### config.mk
export PLATFORM = sky130hd
export DESIGN_NAME = morse_timing_decoder
export DESIGN_NICKNAME = d
export VERILOG_FILES = /design/src/mtd_pkg.sv /design/src/mtd_core.sv /design/src/mtd_outq.sv /design/src/morse_timing_decoder.sv
export SDC_FILE = /design/constraint.sdc
export NUM_CORES = 1
export LEC_CHECK = 0
export ABC_AREA = 1
export BUFFER_PORTS_ARGS = -buffer_cell sky130_fd_sc_hd__buf_2
export CORE_MARGIN = 2
export CORE_UTILIZATION = 45
export DETAILED_ROUTE_END_ITERATION = 8
export PLACE_DENSITY_LB_ADDON = 0.1
export SLEW_MARGIN = 20
export SYNTH_ARGS = -nofsm -noshare
export SYNTH_HDL_FRONTEND = slang
export SYNTH_SLANG_ARGS = --single-unit
### constraint.sdc
create_clock -name clk_i -period 10.1 [get_ports clk_i]
set_input_delay 0.505 -clock clk_i [delete_from_list [all_inputs] [get_ports clk_i]]
set_output_delay 0.505 -clock clk_i [all_outputs]
set_load 0.01 [all_outputs]
### src/mtd_pkg.sv
package mtd_pkg;

  localparam int unsigned MaxSymbols = 5;
  localparam int unsigned NumLetters = 26;
  localparam int unsigned OutDepth   = 4;

  localparam logic [31:0] DotMinReset  = 32'd60000;
  localparam logic [31:0] DotMaxReset  = 32'd400000;
  localparam logic [31:0] DashMaxReset = 32'd800000;
  localparam logic [31:0] GapReset     = 32'd800000;

  localparam logic [6:0] CharDot   = 7'h2E;
  localparam logic [6:0] CharDash  = 7'h2D;
  localparam logic [6:0] CharSpace = 7'h20;
  localparam logic [6:0] CharA     = 7'h41;

  typedef enum logic [1:0] {
    KindDot    = 2'd0,
    KindDash   = 2'd1,
    KindLetter = 2'd2,
    KindSpace  = 2'd3
  } kind_e;

  typedef enum logic [1:0] {
    CfgDotMin  = 2'd0,
    CfgDotMax  = 2'd1,
    CfgDashMax = 2'd2,
    CfgGap     = 2'd3
  } cfg_idx_e;

  typedef struct packed {
    logic [31:0] dot_min;
    logic [31:0] dot_max;
    logic [31:0] dash_max;
    logic [31:0] gap;
  } cfg_t;

  typedef struct packed {
    kind_e      kind;
    logic [6:0] char_code;
    logic       last;
  } result_t;

  // num gives how many of the two results are pushed this cycle (0, 1 or 2).
  typedef struct packed {
    logic [1:0] num;
    result_t    first;
    result_t    second;
  } push_t;

  // Number of symbols in each letter A..Z.
  function automatic logic [2:0] letter_len(input logic [4:0] idx);
    logic [2:0] r;
    unique case (idx)
      5'd0:  r = 3'd2;  5'd1:  r = 3'd4;  5'd2:  r = 3'd4;  5'd3:  r = 3'd3;
      5'd4:  r = 3'd1;  5'd5:  r = 3'd4;  5'd6:  r = 3'd3;  5'd7:  r = 3'd4;
      5'd8:  r = 3'd2;  5'd9:  r = 3'd4;  5'd10: r = 3'd3;  5'd11: r = 3'd4;
      5'd12: r = 3'd2;  5'd13: r = 3'd2;  5'd14: r = 3'd3;  5'd15: r = 3'd4;
      5'd16: r = 3'd4;  5'd17: r = 3'd3;  5'd18: r = 3'd3;  5'd19: r = 3'd1;
      5'd20: r = 3'd3;  5'd21: r = 3'd4;  5'd22: r = 3'd3;  5'd23: r = 3'd4;
      5'd24: r = 3'd4;  5'd25: r = 3'd4;
      default: r = 3'd0;
    endcase
    return r;
  endfunction

  // Symbol pattern of each letter, bit i = symbol i, set for a dash.
  function automatic logic [3:0] letter_pat(input logic [4:0] idx);
    logic [3:0] r;
    unique case (idx)
      5'd0:  r = 4'd2;  5'd1:  r = 4'd1;  5'd2:  r = 4'd5;  5'd3:  r = 4'd1;
      5'd4:  r = 4'd0;  5'd5:  r = 4'd4;  5'd6:  r = 4'd3;  5'd7:  r = 4'd0;
      5'd8:  r = 4'd0;  5'd9:  r = 4'd14; 5'd10: r = 4'd5;  5'd11: r = 4'd2;
      5'd12: r = 4'd3;  5'd13: r = 4'd1;  5'd14: r = 4'd7;  5'd15: r = 4'd6;
      5'd16: r = 4'd11; 5'd17: r = 4'd2;  5'd18: r = 4'd0;  5'd19: r = 4'd1;
      5'd20: r = 4'd4;  5'd21: r = 4'd8;  5'd22: r = 4'd6;  5'd23: r = 4'd9;
      5'd24: r = 4'd13; 5'd25: r = 4'd3;
      default: r = 4'd0;
    endcase
    return r;
  endfunction

endpackage

### src/mtd_core.sv
module mtd_core #(
  parameter int unsigned MAX_SYMBOLS = mtd_pkg::MaxSymbols
) (
  input  logic            clk_i,
  input  logic            rst_ni,
  input  logic            accept_i,
  input  logic            operation_i,
  input  logic [31:0]     timestamp_i,
  input  mtd_pkg::cfg_t   cfg_i,
  output mtd_pkg::push_t  push_o
);

  localparam int unsigned CntW = $clog2(MAX_SYMBOLS + 1);

  logic [31:0]            last_edge_q, last_edge_d;
  logic                   expect_open_q, expect_open_d;
  logic [CntW-1:0]        count_q, count_d;
  logic [MAX_SYMBOLS-1:0] bits_q, bits_d;
  logic                   overflow_q, overflow_d;

  logic [31:0] delta;
  logic        is_dot, is_dash, gap_hit;
  logic        found;
  logic [4:0]  letter_idx;

  assign delta   = timestamp_i - last_edge_q;
  assign is_dot  = (delta >= cfg_i.dot_min) && (delta <= cfg_i.dot_max);
  assign is_dash = !is_dot && (delta > cfg_i.dot_max) && (delta <= cfg_i.dash_max);
  assign gap_hit = delta > cfg_i.gap;

  // Letter lookup; an overflowed or empty sequence never matches.
  always_comb begin
    found      = 1'b0;
    letter_idx = '0;
    for (int i = 0; i < mtd_pkg::NumLetters; i++) begin
      if (!found && !overflow_q && (count_q != '0)
          && (count_q == CntW'(mtd_pkg::letter_len(5'(i))))
          && (bits_q == MAX_SYMBOLS'(mtd_pkg::letter_pat(5'(i))))) begin
        found      = 1'b1;
        letter_idx = 5'(i);
      end
    end
  end

  always_comb begin
    last_edge_d   = last_edge_q;
    expect_open_d = expect_open_q;
    count_d       = count_q;
    bits_d        = bits_q;
    overflow_d    = overflow_q;
    push_o        = '0;
    push_o.first  = '{kind: mtd_pkg::KindSpace, char_code: mtd_pkg::CharSpace, last: 1'b1};
    push_o.second = '{kind: mtd_pkg::KindSpace, char_code: mtd_pkg::CharSpace, last: 1'b1};
    if (accept_i) begin
      if (!operation_i) begin
        last_edge_d   = timestamp_i;
        expect_open_d = !expect_open_q;
        if (!expect_open_q && (is_dot || is_dash)) begin
          if (count_q < CntW'(MAX_SYMBOLS)) begin
            if (is_dash) begin
              bits_d = bits_q | (MAX_SYMBOLS'(1) << count_q);
            end
            count_d = count_q + CntW'(1);
          end else begin
            overflow_d = 1'b1;
          end
          push_o.num = 2'd1;
          if (is_dot) begin
            push_o.first = '{kind: mtd_pkg::KindDot, char_code: mtd_pkg::CharDot, last: 1'b1};
          end else begin
            push_o.first = '{kind: mtd_pkg::KindDash, char_code: mtd_pkg::CharDash, last: 1'b1};
          end
        end
      end else if (gap_hit) begin
        last_edge_d = timestamp_i;
        count_d     = '0;
        bits_d      = '0;
        overflow_d  = 1'b0;
        if (found) begin
          push_o.num   = 2'd2;
          push_o.first = '{kind: mtd_pkg::KindLetter,
                           char_code: mtd_pkg::CharA + 7'(letter_idx), last: 1'b0};
        end else begin
          push_o.num = 2'd1;
        end
      end
    end
  end

  always_ff @(posedge clk_i or negedge rst_ni) begin
    if (!rst_ni) begin
      last_edge_q   <= '0;
      expect_open_q <= 1'b1;
      count_q       <= '0;
      bits_q        <= '0;
      overflow_q    <= 1'b0;
    end else begin
      last_edge_q   <= last_edge_d;
      expect_open_q <= expect_open_d;
      count_q       <= count_d;
      bits_q        <= bits_d;
      overflow_q    <= overflow_d;
    end
  end

endmodule

### src/mtd_outq.sv
module mtd_outq (
  input  logic              clk_i,
  input  logic              rst_ni,
  input  mtd_pkg::push_t    push_i,
  output logic              space_o,
  output logic              valid_o,
  input  logic              ready_i,
  output mtd_pkg::result_t  result_o,
  output logic [2:0]        count_o
);

  localparam int unsigned PtrW = $clog2(mtd_pkg::OutDepth);
  localparam int unsigned CntW = $clog2(mtd_pkg::OutDepth + 1);

  mtd_pkg::result_t mem_q [mtd_pkg::OutDepth];
  logic [PtrW-1:0]  wr_ptr_q, wr_ptr_d, rd_ptr_q, rd_ptr_d;
  logic [CntW-1:0]  count_q, count_d;
  logic             pop;

  assign valid_o  = count_q != '0;
  assign result_o = mem_q[rd_ptr_q];
  assign pop      = valid_o && ready_i;
  // Room for the worst case of two results from the next item.
  assign space_o  = count_q <= CntW'(mtd_pkg::OutDepth - 2);
  assign count_o  = 3'(count_q);

  always_comb begin
    wr_ptr_d = wr_ptr_q + PtrW'(push_i.num);
    rd_ptr_d = rd_ptr_q + PtrW'(pop);
    count_d  = count_q + CntW'(push_i.num) - CntW'(pop);
  end

  always_ff @(posedge clk_i) begin
    if (push_i.num != 2'd0) begin
      mem_q[wr_ptr_q] <= push_i.first;
    end
    if (push_i.num == 2'd2) begin
      mem_q[wr_ptr_q + PtrW'(1)] <= push_i.second;
    end
  end

  always_ff @(posedge clk_i or negedge rst_ni) begin
    if (!rst_ni) begin
      wr_ptr_q <= '0;
      rd_ptr_q <= '0;
      count_q  <= '0;
    end else begin
      wr_ptr_q <= wr_ptr_d;
      rd_ptr_q <= rd_ptr_d;
      count_q  <= count_d;
    end
  end

endmodule

### src/morse_timing_decoder.sv
// An accepted item's results are registered in the result queue. Throughput:
// one item per cycle while the queue has room; a poll that ends a letter yields
// two results; the four-entry queue drains one result per cycle with out_ready_i.
// Input ready is high while the queue holds two or fewer results.
// Reset (rst_ni low, asynchronous) restores the default thresholds, empties the
// sequence and the result queue, and expects an opening edge next.
module morse_timing_decoder #(
  parameter int unsigned MAX_SYMBOLS = mtd_pkg::MaxSymbols
) (
  input  logic        clk_i,
  input  logic        rst_ni,
  input  logic        in_valid_i,
  output logic        in_ready_o,
  input  logic        operation_i,
  input  logic [31:0] timestamp_i,
  output logic        out_valid_o,
  input  logic        out_ready_i,
  output logic [1:0]  kind_o,
  output logic [6:0]  char_code_o,
  output logic        last_o,
  input  logic        cfg_valid_i,
  output logic        cfg_ready_o,
  input  logic [1:0]  cfg_index_i,
  input  logic [31:0] cfg_data_i
);

  mtd_pkg::cfg_t    cfg_q, cfg_d;
  mtd_pkg::push_t   push;
  mtd_pkg::result_t result;
  logic             accept;
  logic             space;
  logic [2:0]       q_count;

  // The threshold registers take a write in any cycle.
  assign cfg_ready_o = 1'b1;

  always_comb begin
    cfg_d = cfg_q;
    if (cfg_valid_i) begin
      unique case (mtd_pkg::cfg_idx_e'(cfg_index_i))
        mtd_pkg::CfgDotMin:  cfg_d.dot_min  = cfg_data_i;
        mtd_pkg::CfgDotMax:  cfg_d.dot_max  = cfg_data_i;
        mtd_pkg::CfgDashMax: cfg_d.dash_max = cfg_data_i;
        mtd_pkg::CfgGap:     cfg_d.gap      = cfg_data_i;
        default:             cfg_d          = cfg_q;
      endcase
    end
  end

  always_ff @(posedge clk_i or negedge rst_ni) begin
    if (!rst_ni) begin
      cfg_q.dot_min  <= mtd_pkg::DotMinReset;
      cfg_q.dot_max  <= mtd_pkg::DotMaxReset;
      cfg_q.dash_max <= mtd_pkg::DashMaxReset;
      cfg_q.gap      <= mtd_pkg::GapReset;
    end else begin
      cfg_q <= cfg_d;
    end
  end

  // An item is taken whenever the queue can absorb its worst case of two results,
  // so the decoder stalls only while three or more results are still waiting.
  assign in_ready_o = space;
  assign accept     = in_valid_i && in_ready_o;

  // The decoder classifies the interval, updates the symbol sequence and
  // looks up the letter, all in the cycle the item is accepted.
  mtd_core #(
    .MAX_SYMBOLS(MAX_SYMBOLS)
  ) u_core (
    .clk_i      (clk_i),
    .rst_ni     (rst_ni),
    .accept_i   (accept),
    .operation_i(operation_i),
    .timestamp_i(timestamp_i),
    .cfg_i      (cfg_q),
    .push_o     (push)
  );

  // The result queue separates the decoder from the output handshake.
  mtd_outq u_outq (
    .clk_i   (clk_i),
    .rst_ni  (rst_ni),
    .push_i  (push),
    .space_o (space),
    .valid_o (out_valid_o),
    .ready_i (out_ready_i),
    .result_o(result),
    .count_o (q_count)
  );

  assign kind_o      = result.kind;
  assign char_code_o = result.char_code;
  assign last_o      = result.last;

`ifndef SYNTHESIS
  // The queue never holds more results than it has entries.
  a_queue_bound: assert property (@(posedge clk_i) disable iff (!rst_ni)
    q_count <= 3'(mtd_pkg::OutDepth))
    else $error("result queue overflow");

  // A letter is always followed by a space from the same item.
  a_letter_not_last: assert property (@(posedge clk_i) disable iff (!rst_ni)
    out_valid_o && (kind_o == mtd_pkg::KindLetter) |-> !last_o)
    else $error("letter marked as final result");

  // A space closes its item and carries the space character.
  a_space_last: assert property (@(posedge clk_i) disable iff (!rst_ni)
    out_valid_o && (kind_o == mtd_pkg::KindSpace) |-> last_o
      && (char_code_o == mtd_pkg::CharSpace))
    else $error("space result malformed");

  // Nothing is accepted while the queue could not take two more results.
  a_no_accept_full: assert property (@(posedge clk_i) disable iff (!rst_ni)
    (q_count > 3'(mtd_pkg::OutDepth - 2)) |-> !accept)
    else $error("item accepted without queue room");
`endif

endmodule

Yosys cells after proc, flatten, opt, wreduce, memory -nomap -nowiden
Memory sizes are Yosys's and may differ from the RTL's.
Index checks and enable logic that the tools add are counted.

cells by class
  multipliers = 0
  reductions and logical operators = 155
  mux-type cells = 77
  $lt $le $gt $ge = 7
  bitwise logic cells = 2
  shift operators = 1
  eq/ne operators = 22
  div/mod/pow operators = 0
  $add $sub $neg = 8

operator list
  kind                 number
  $logic_and 1x1->1    109
  $mux 5               15
  $gt 32x32->1         2
  $le 32x32->1         2
  $mux 32              2
  $mux 12              3
  $mux 1               35
  $ge 32x32->1         1
  $mux 4               8
  $sub 32x32->32       1
  $logic_not 1->1      28
  $eq 5x4->1 const B   5
  $mux 3               8
  $eq 5x3->1 const B   4
  $mux 9               2
  $reduce_and 2->1     6
  $mux 11              1
  $eq 5x2->1 const B   2
  $reduce_and 4->1     2
  $reduce_bool 2->1    4
  $add 7x5->7 const A  1
  $eq 2x2->1 const B   3
  $eq 3x2->1 const B   2
  $mux 2               3
  other kinds (22)     23

word-level totals
  memories = 1
  output and inout bits = 13
  bits in latches = 0
  memory bits (writable) = 40
  memory bits (read-only) = 0
  register bits = 177
  word-level logic and storage cells = 285
  bits of input ports = 72

memories
  memory        depth  width  rd ports  clocked after memory_dff  wr ports  RTL line        text
  u_outq.mem_q  4      10     1         0                         2         mtd_outq.sv:15  mtd_pkg::result_t mem_q [mtd_pkg::OutDepth];

Logic depth before layout (Yosys ltp)
Gate-level depths: netlist (run 1).

  word-level depth = 163
  mapped depth = 49
  depth with buffers taken out = 49

By module
A second synthesis (run 1) with hierarchy kept.

second synthesis, totals
  cell total of the unflattened synthesis = 1875
  area, all modules = 15050.7 um^2

by module, submodules not included
  module                area each (um^2)  instances  cells an instance
  mtd_core              7270.7            1          1041
  morse_timing_decoder  5238.8            1          573
  mtd_outq              2541.2            1          261

Worst setup path before layout (run 1)
OpenSTA, ideal clock, no wires.

  path kind = input port to flip-flop
  start point = in timestamp_i[0]
  end point = reg u_outq.count_q[2] (netlist: u_outq.count_o[2])
  setup slack = 3762 ps
  required time = 9971 ps
  arrival time = 6209 ps
  stages on the path = 42
  path buffers = 1
  cells stage by stage = inv_1 ha_1 inv_1 fa_1 nand3_1 nand2_1 a21oi_1 o21ai_0 a21o_1 a21oi_1 o21ai_0 nand4_1 o211ai_1 nand4_1 o211ai_1 a21oi_1 o21bai_1 a21oi_1 (+6 left out) nand2_1 xor2_1 ha_1 nand2_1 inv_1 nand3_1 nor4_1 inv_1 nor4_1 a221o_1 nand2_1 nor2_1 nand3_2 buf_6 ha_1 fa_1 xnor2_1 xor2_1

on the way
  longest elaborated chain between the ends = 13
  elaborated cells between the ends (all ways) = 18
  classes of those cells = add/sub (3); order compare (5); mux (4); reduce/logical (6)

RTL lines
  element                                              RTL line                    text
  from (decl)                                          morse_timing_decoder.sv:15  input logic [31:0] timestamp_i,
  $sub 32x32->32 *                                     mtd_core.sv:26              assign delta = timestamp_i - last_edge_q;
  $ge 32x32->1 / $le 32x32->1 (equally long branches)  mtd_core.sv:27              assign is_dot = (delta >= cfg_i.dot_min) && (delta <= cfg_i.dot_max);
  $logic_and 1x1->1                                    mtd_core.sv:27
  $logic_not 1->1                                      mtd_core.sv:28              assign is_dash = !is_dot && (delta > cfg_i.dot_max) && (delta <= cfg_i.dash_max);
  $logic_and 1x1->1 (2 in a row)                       mtd_core.sv:28
  $logic_or 1x1->1                                     mtd_core.sv:58              if (!expect_open_q && (is_dot || is_dash)) begin
  $logic_and 1x1->1                                    mtd_core.sv:58
  $mux 11                                              mtd_core.sv:58
  $mux 12 *                                            mtd_core.sv:55              if (!operation_i) begin
  $mux 12 *                                            mtd_core.sv:54              if (accept_i) begin
  $add 3x2->3 *                                        mtd_outq.sv:30              count_d = count_q + CntW'(push_i.num) - CntW'(pop);
  $sub 3x1->3 *                                        mtd_outq.sv:30
  via u_outq.count_d[2]                                mtd_outq.sv:17              logic [CntW-1:0] count_q, count_d;
  to (signal assigned)                                 mtd_outq.sv:50              count_q <= count_d;
  to (decl)                                            mtd_outq.sv:17

Mark *: on every way through the listed nets, which the timed path passes. The rest lies on a longest branch.
A chain may end at the register's enable or synchronous reset.

Worst setup path in the final report (run 1)
  start point = reg u_core.last_edge_q[0]
  end point = reg u_outq.count_q[2] (netlist: u_outq.count_o[2])

on the way
  longest elaborated chain between the ends = 13
  elaborated cells between the ends (all ways) = 18
  classes of those cells = add/sub (3); order compare (5); mux (4); reduce/logical (6)

RTL lines
  element                                              RTL line        text
  from (decl)                                          mtd_core.sv:15  logic [31:0] last_edge_q, last_edge_d;
  from (signal assigned)                               mtd_core.sv:98  last_edge_q <= last_edge_d;
  $sub 32x32->32 *                                     mtd_core.sv:26
  $ge 32x32->1 / $le 32x32->1 (equally long branches)  mtd_core.sv:27
  $logic_and 1x1->1                                    mtd_core.sv:27
  $logic_not 1->1                                      mtd_core.sv:28
  $logic_and 1x1->1 (2 in a row)                       mtd_core.sv:28
  $logic_or 1x1->1                                     mtd_core.sv:58
  $logic_and 1x1->1                                    mtd_core.sv:58
  $mux 11                                              mtd_core.sv:58
  $mux 12 *                                            mtd_core.sv:55
  $mux 12 *                                            mtd_core.sv:54
  $add 3x2->3 *                                        mtd_outq.sv:30
  $sub 3x1->3 *                                        mtd_outq.sv:30
  via u_outq.count_d[2]                                mtd_outq.sv:17

Marked as above.

==> results of run 1 <==
[layout make-up]
class / instances / share of cell area
clock buffer: 39 / 0.04883
clock inverter: 8 / 0.004964
inverter: 310 / 0.07593
multi-input combinational: 1154 / 0.4648
sequential: 217 / 0.3423
tap: 390 / 0.03174
timing repair buffer: 91 / 0.03149
[per-stage QoR]
step / hold WS [ns] / utilization
2_1_floorplan: 0.2094 / -
3_3_place_gp: 0.4396 / 0.4879
3_5_place_dp: 0.4391 / 0.4879
4_1_cts: 0.1765 / 0.5160
5_1_grt: 0.1877 / 0.5160
6_report: 0.1925 / 0.5160
[cell usage after synthesis, types with 2 or more instances]
cell	instances	area, um^2
o21ai_0	211	1056
o211ai_1	15	112.6
a211oi_1	8	60.06
o2111ai_1	2	17.52
nand3_2	3	30.03
o2111a_1	2	22.52
nor3_2	2	20.02
a211o_1	4	35.03
nor3_1	14	70.07
xor2_1	26	227.7
dfrtp_1	151	3779
a22oi_1	2	15.01
fa_1	2	40.04
clkinv_2	3	15.01
a21o_1	2	15.01
xnor2_1	10	87.58
dfstp_2	26	683.2
dfxtp_1	40	800.8
o221ai_1	7	61.31
nor4_1	6	37.54
o21ai_1	5	25.02
o41ai_1	2	17.52
o22ai_1	10	62.56
nand3_1	42	210.2
o21bai_1	3	22.52
nor2_1	94	352.8
inv_2	8	30.03
nand3b_1	2	15.01
a21oi_1	108	540.5
nand4_2	3	37.54
inv_1	299	1122
clkbuf_1	38	142.6
o21ai_2	3	26.28
or2_2	2	12.51
nor2_4	3	33.78
nand2_1	317	1190
nor2_2	12	75.07
a31oi_1	3	18.77
ha_1	170	2127
nand4_1	23	143.9
nand2_2	5	31.28
o31ai_1	4	30.03
o21a_1	11	82.58
[path summary, 6_finish.rpt]
check                                          to  slack [ns]  depth (start not counted)
min in group asynchronous              cfg_q[108]        0.48                          2
max reg2reg                     u_outq.count_o[2]        2.54                         40
max                             u_outq.count_o[2]        2.54                         40
min                         u_core.last_edge_q[3]        0.19                          3
max in group asynchronous  u_core.last_edge_q[25]        8.34                          3
min reg2reg                    u_outq.mem_q[2][0]        0.45                          2
[routing by layer]
| metal | up-vias | global-route usage | wire, um |
|---|---|---|---|
| li1 | 5831 | - | - |
| met5 | - | 0 | 0 |
| met3 | 34 | 0.02643 | 1329 |
| met4 | 0 | 0.05047 | 636 |
| met2 | 178 | 0.3546 | 15200 |
| met1 | 5294 | 0.3197 | 17230 |
[registers in the layout (all words and copies together), names as in the netlist, 2 cells and up]
register / count
u_outq.count_o: 3
u_outq.wr_ptr_q: 2
cfg_q: 128
u_outq.rd_ptr_q: 2
u_core.bits_q: 5
u_core.last_edge_q: 32
u_core.count_q: 3
u_outq.mem_q: 40
[timing repair]
action / CTS / global route
endpoints found under the hold margin: 38 / 0
setup buffers: 0 / 0
hold buffers: 1 / 0
[critical path, delay by kind of cell, from the launching register on]
kind,cells,cell delay (ns)
buffers and inverters,3,0.21
adder cells (fa/ha/maj),5,1.44
AO/OA/AOI/OAI,12,2.40
XOR/XNOR,3,0.72
AND/OR/NAND/NOR,17,2.35
flip-flops,1,0.38
[cell usage in the layout, fill, tap and decap left out, types with 10 or more instances in the layout]
cell type and n:
a21oi_1 108, ha_1 170, o21ai_0 211, clkbuf_16 27
xor2_1 26, buf_2 82, dfrtp_1 151, dfxtp_1 40
nand2_1 317, inv_1 299, o211ai_1 15, o21a_1 11
nand3_1 38, nor2_2 12, xnor2_1 10, nor2_1 93
o22ai_1 10, dfstp_2 26, nand4_1 23, nor3_1 14
[power by group through the flow]
stage / registers (mW) / logic, mW / clock network [mW]
global route: 1.31 / 3.59 / 0.966
detailed placement: 1.29 / 3.09 / 0
CTS: 1.28 / 3.11 / 0.932
global placement: 1.29 / 3.03 / 0
floorplan: 1.24 / 2.29 / 0
finish: 1.28 / 3.11 / 0.911
[cell families (layout without fill, tap and decap cells)]
logic type / count (synthesis) / in the layout / share of synthesized area
flip-flops: 217 / 217 / 0.3839
AND/OR/NAND/NOR: 530 / 530 / 0.1662
AO/OA/AOI/OAI: 414 / 414 / 0.1708
buffers and inverters: 350 / 448 / 0.09692
XOR/XNOR: 36 / 36 / 0.02300
other: 1 / 1 / 0.0002735
multiplexers: 1 / 1 / 0.0008213
adder cells (fa/ha/maj): 172 / 172 / 0.1581
==> results.md, run 1 <==
- Post-cts sizing count: 0
- Internal power: 2.862 mW
- Final GP Congestion: 0.8765
- Register area: 0.005263 mm^2
- Worst setup startpoint: u_core.last_edge_q[0]
- MaxCap Viol Count: 0
- Non-Filler Instances: 2209
- CP Launch Type: flip-flop
- Top FF cell, synth: dfrtp_1
- Clk buf depth: 3
- Max incr delay on CP: 0.43 ns
- Post-synth ARST share: 0.8157
- Post-synth EDFFs: 0
- Die X: 178.5 um
- Most frequent CP cell: nand2_1
- Gate Count Post-Synth: 1721
- Switching share of total power: 0.4599
- Clock Skew: roughly 0.0070 ns
- Worst setup margin: 2.540 ns
- Area Overhead vs Synth: 12.15%
- Die area: 0.03188 mm^2
- Synthesis warning total: 0
- Endpoints failing setup: 0
- LEAKAGE: 7.769 nW
- Final std cell area, no fill: 0.01537 mm^2
- IO Port Bufs: 83
- Worst Tran Pin Value: about 0.94 ns
- Root buffer cell: clkbuf_16
- Number of remaining DRC errors: 0
- Initial Util: 0.4601
- Final hold vios: 0
- Fin Setup TNS: 0 ns
- Share of the yosys chip area belonging to registers: 0.3839
- CP Data Arrival Time: 8.02 ns
- Placed instance area: approximately 0.015 mm^2
- Fill cell count: 2920
- First-pass GRT wire length: 56160 um
- Post-Place Cells: 2161
- Setup CP Type: flip-flop to flip-flop
- Sw Pwr: 2.437 mW
- Clock transition at path regs: 0.06 ns
- Worst r2r src: u_core.last_edge_q[0]
- Final wirelength: 34400 um
- Post-DP HPWL: 25790 um
- Die Span Y: between 150 and 200 um
- Tcrit/Tclk final: 0.7485
- Yosys cell types: ~60
- Yosys reg bits: about 220
- Req. time, crit path: 10.56 ns
- Syn_nets: 1965
- Combinational power share: 0.586
- CP max-delay cell: ha_1
- Fmax: 132.3 MHz
- Global Route Usage Sum: 0.2212
- Multi-input gate area: ~0.007 mm^2
- Crit-path max FO: 12
- Clock tree from TritonCTS: yes
- Starting DRC count in detailed routing: 591
- Core Region: 0.02980 mm^2
- Hold crit path type: primary input to flip-flop
- Unrepaired setup endpoints after global routing: false
- Inserted Diodes: 0
- Hold_sp: timestamp_i[3]
- Pre-CTS setup slack: 2.394 ns
- Average size of a mapped cell: 7.966 um^2
- Vias per Instance: approximately 5.1
- Power, Total: 5.299 mW
- Clock share of power: 0.172
- Rel. slew slack: 0.3653
- Clock buffer count from CTS: 26
- Drt first pass iters: 5
- Max Slew Vio Count: 0
- Clk sink count: 217
- Clk Latency, worst-skew pair: 0.54 ns
- Vias in the first global route: 10960
- Status: completed
- Layout cells sized above 1: 0.1160
- Power share of the sequential group: 0.242
- DR vias: 11340
- Initial antenna violation count: 0
- Overflow after GRT: 0
- PD cells: 344.6 mW/mm^2
- Fin nets: roughly 2000
- Largest net degree at the start of global routing: 69
- Final min period: 7.560 ns
- CTS H-tree depth: 1
- Row Count: 63
- Post-Syn Area: 0.01371 mm^2
- IO Count: 85
- Wire length per cell: 15.57 um
- Worst IR Drop VDD: 0.1483 mV
- Antenna-violating nets left: 0
- Worst Setup End Kind: flip-flop
No activity file was read; power rests on OpenSTA's default activity.
==> run 2, diff against run 1 <==
--- a/config.mk
+++ b/config.mk
@@ -5,7 +5,7 @@
 export SDC_FILE = /design/constraint.sdc
 export NUM_CORES = 1
 export LEC_CHECK = 0
-export ABC_AREA = 1
+export ABC_AREA = 0
 export BUFFER_PORTS_ARGS = -buffer_cell sky130_fd_sc_hd__buf_2
 export CORE_MARGIN = 2
 export CORE_UTILIZATION = 45
==> constraint.sdc (replaced) <==
create_clock -name clk_i -period 6.1 [get_ports clk_i]
set_input_delay 0.305 -clock clk_i [delete_from_list [all_inputs] [get_ports clk_i]]
set_output_delay 0.305 -clock clk_i [all_outputs]
set_load 0.01 [all_outputs]
==> run 2 against run 1 <==
  * Wire length up 6.7%
  * Combinational power up 79%
  * Total power up 77%
  * Sequential share of layout area down 2.6 points
  * Count of clock-buffer cells in the layout down 2
  * Sequential power up 71%
  * Critical path depth down 17
  * First-iteration DRC count up 12%
  * Worst setup slack worse by 2.3 ns
==> results.md, run 2 <==
- Status: completed
- Commonest non-fill, non-tap cell in the layout: inv_1
- Clk Latency, worst-skew pair: 0.55 ns
- Setup CP Type: primary input to flip-flop
- Top post-synthesis cells by area: dfrtp_1, ha_1, mux2_2
- Die Span Y: 182.0 um
- CTS H-tree depth: 1
- Fill cell count: 2889
- Vias per Instance: 5.517
- Initial antenna violation count: 1
- Drt first pass iters: 5
- Area Overhead vs Synth: 16.64%
- Vias in the first global route: 11380
- Average size of a mapped cell: 9.574 um^2
- Clk buf depth: 3
- Gate Count Post-Synth: 1490
- Post-synth ARST share: 0.8157
- Endpoints failing setup: 0
- Antenna-violating nets left: 0
- Clock tree from TritonCTS: yes
- MaxCap Viol Count: 0
- Yosys cell types: just over 90
- Clock buffer count from CTS: 26
- Worst Setup End Kind: flip-flop
- Top FF cell, synth: dfrtp_1
- Syn_nets: 1734
- Overflow after GRT: 0
- CP Data Arrival Time: between 6 and 7 ns
- Worst setup margin: between 0.2 and 0.25 ns
- Biggest register: cfg_q
- Power, Total: 9.400 mW
- Yosys reg bits: 217
- Post-DP HPWL: 27420 um
- Core Region: 0.03139 mm^2
- LEAKAGE: 7.892 nW
- Most frequent cells in the layout: inv_1, ha_1, dfrtp_1
- Max Slew Vio Count: 0
- Wire length per cell: 17.84 um
- Unrepaired setup endpoints after global routing: true
- Largest net degree at the start of global routing: ~80
- Post-Syn Area: 0.01426 mm^2
- Final min period: 5.859 ns
- Hold crit path type: primary input to flip-flop
- CP Launch Type: primary input
- Pre-CTS setup slack: -0.04655 ns
- Layout cells sized above 1: 0.2025
- Max reg flops: approximately 130
- Die area: 0.03314 mm^2
- Global Route Usage Sum: 0.2244
- Root buffer cell: clkbuf_16
- Number of remaining DRC errors: 0
- Clock Skew: around 0.029 ns
- Rel. slew slack: 0.3874
- Synthesis warning total: 0
- Final hold slack: 0.02416 ns
- Post-synth EDFFs: 0
- Leading area contributor after synthesis: dfrtp_1
- Crit-path max FO: 5
- Req. time, crit path: approximately 6.5 ns
- Worst IR Drop VDD: between 0.3 and 0.4 mV
- Initial Util: 0.4544
- Top-count cell post-synth: inv_1
- Most frequent cells after synthesis: inv_1, ha_1, dfrtp_1, nand2_1, o21ai_0
- Inserted Diodes: 0
- Fin Setup TNS: 0 ns
- First-pass GRT wire length: 59890 um
- Final wirelength: 36690 um
- PD cells: 564.9 mW/mm^2
- Final GP Congestion: 0.8524
- Share of the yosys chip area belonging to registers: 0.3689
- Worst Tran Pin Value: 0.9111 ns
- IO Port Bufs: between 80 and 90
- Largest regs: cfg_q x128, u_outq.mem_q x40, u_core.last_edge_q x32
- Starting DRC count in detailed routing: 663
- IO Count: 85
- Fin nets: 1878
- Fmax: 170.7 MHz
- Tcrit/Tclk final: 0.9605
- DR vias: 11340
- Clock transition at path regs: about 0.060 ns
- Clk sink count: approximately 220
- Top-area cell type share of the netlist area: 0.2649
- Die X: about 180 um
- Final hold vios: 0
- Row Count: 65
## run 2: cell count changes in the layout (fill, tap and decap cells not counted), sizes merged, moves of 34 or more
| cell | delta |
|---|---|
| a21oi | -39 |
| buf | +35 |
| nand2 | -208 |
| mux2 | +99 |
| o21ai | -110 |
| dlygate4sd3 | +34 |
| inv | -117 |
## run 2: area by class of cell
type                       instances  area [um^2]  area share
clock buffer                      37        732.0     0.04399
tap                              402        503.0     0.03023
clock inverter                    11        167.7     0.01008
multi-input combinational       1039         8169      0.4910
sequential                       217         5263      0.3163
inverter                         190        713.2     0.04286
timing repair buffer             160         1091     0.06557
## run 2: worst max-delay path, cell delays in order
cell and delay [ns]:
dlygate4sd3_1 0.53, buf_2 0.13, ha_1 0.34, a21o_1 0.21, a2111oi_1 0.49, buf_4 0.23, a21oi_1 0.10, o2111ai_1 0.31
a31oi_2 0.18, and4_1 0.21, or3_1 0.49, ha_1 0.35, and3_1 0.21, nand4_1 0.11, or4_1 0.52, and2_1 0.20
a211o_1 0.33, a21oi_2 0.18, ha_1 0.16, inv_1 0.04, fa_1 0.36, xor2_1 0.16, xnor2_1 0.12
## run 2: worst paths after layout
check | from | endpoint | slack [ns] | depth (start not counted)
worst max-delay path | timestamp_i[8] | u_outq.count_o[2] | 0.24 | 23
worst min-delay path | timestamp_i[0] | u_core.last_edge_q[0] | 0.02 | 2
worst max register to register | u_core.last_edge_q[15] | u_outq.count_o[2] | 0.31 | 23
worst min register to register | u_outq.mem_q[3][0] | u_outq.mem_q[3][0] | 0.45 | 2
max in group asynchronous | rst_ni | u_core.bits_q[4] | 4.69 | 3
min in group asynchronous | rst_ni | u_core.last_edge_q[5] | 0.23 | 2
## run 2: cell families after synthesis
| kind of cell | synth area share |
|---|---|
| AO/OA/AOI/OAI | 0.1588 |
| XOR/XNOR | 0.02149 |
| adder cells (fa/ha/maj) | 0.1519 |
| buffers and inverters | 0.06385 |
| flip-flops | 0.3689 |
| multiplexers | 0.1053 |
| other | 0.0002629 |
| AND/OR/NAND/NOR | 0.1295 |
## run 2: layer usage
layer	track usage	wire length, um
met2	0.3765	16990
met3	0.03089	1445
met4	0.05097	659
met5	0	8
met1	0.3084	17590
## run 2: what timing repair did
action | in CTS | in global routing
resized for setup | 0 | 15
hold buffers | 35 | 0
buffers inserted | 0 | 0
endpoints found under the hold margin | 68 | 0
endpoints found under the setup margin | 0 | 44
## run 2: through the flow
stage	cell area, um^2	util	std cells
6_report	16640	0.5300	2056
3_5_place_dp	15330	0.4884	1973
2_1_floorplan	14260	-	1490
5_1_grt	16640	0.5300	2056
4_1_cts	16580	0.5282	2056
3_3_place_gp	15330	0.4884	1973
## run 2: where the power goes
part | total (mW) | internal (mW) | switching [mW]
Sequential | 2.19 | 1.87 | 0.314
Clock | 1.63 | 1.00 | 0.631
Combinational | 5.58 | 2.39 | 3.19
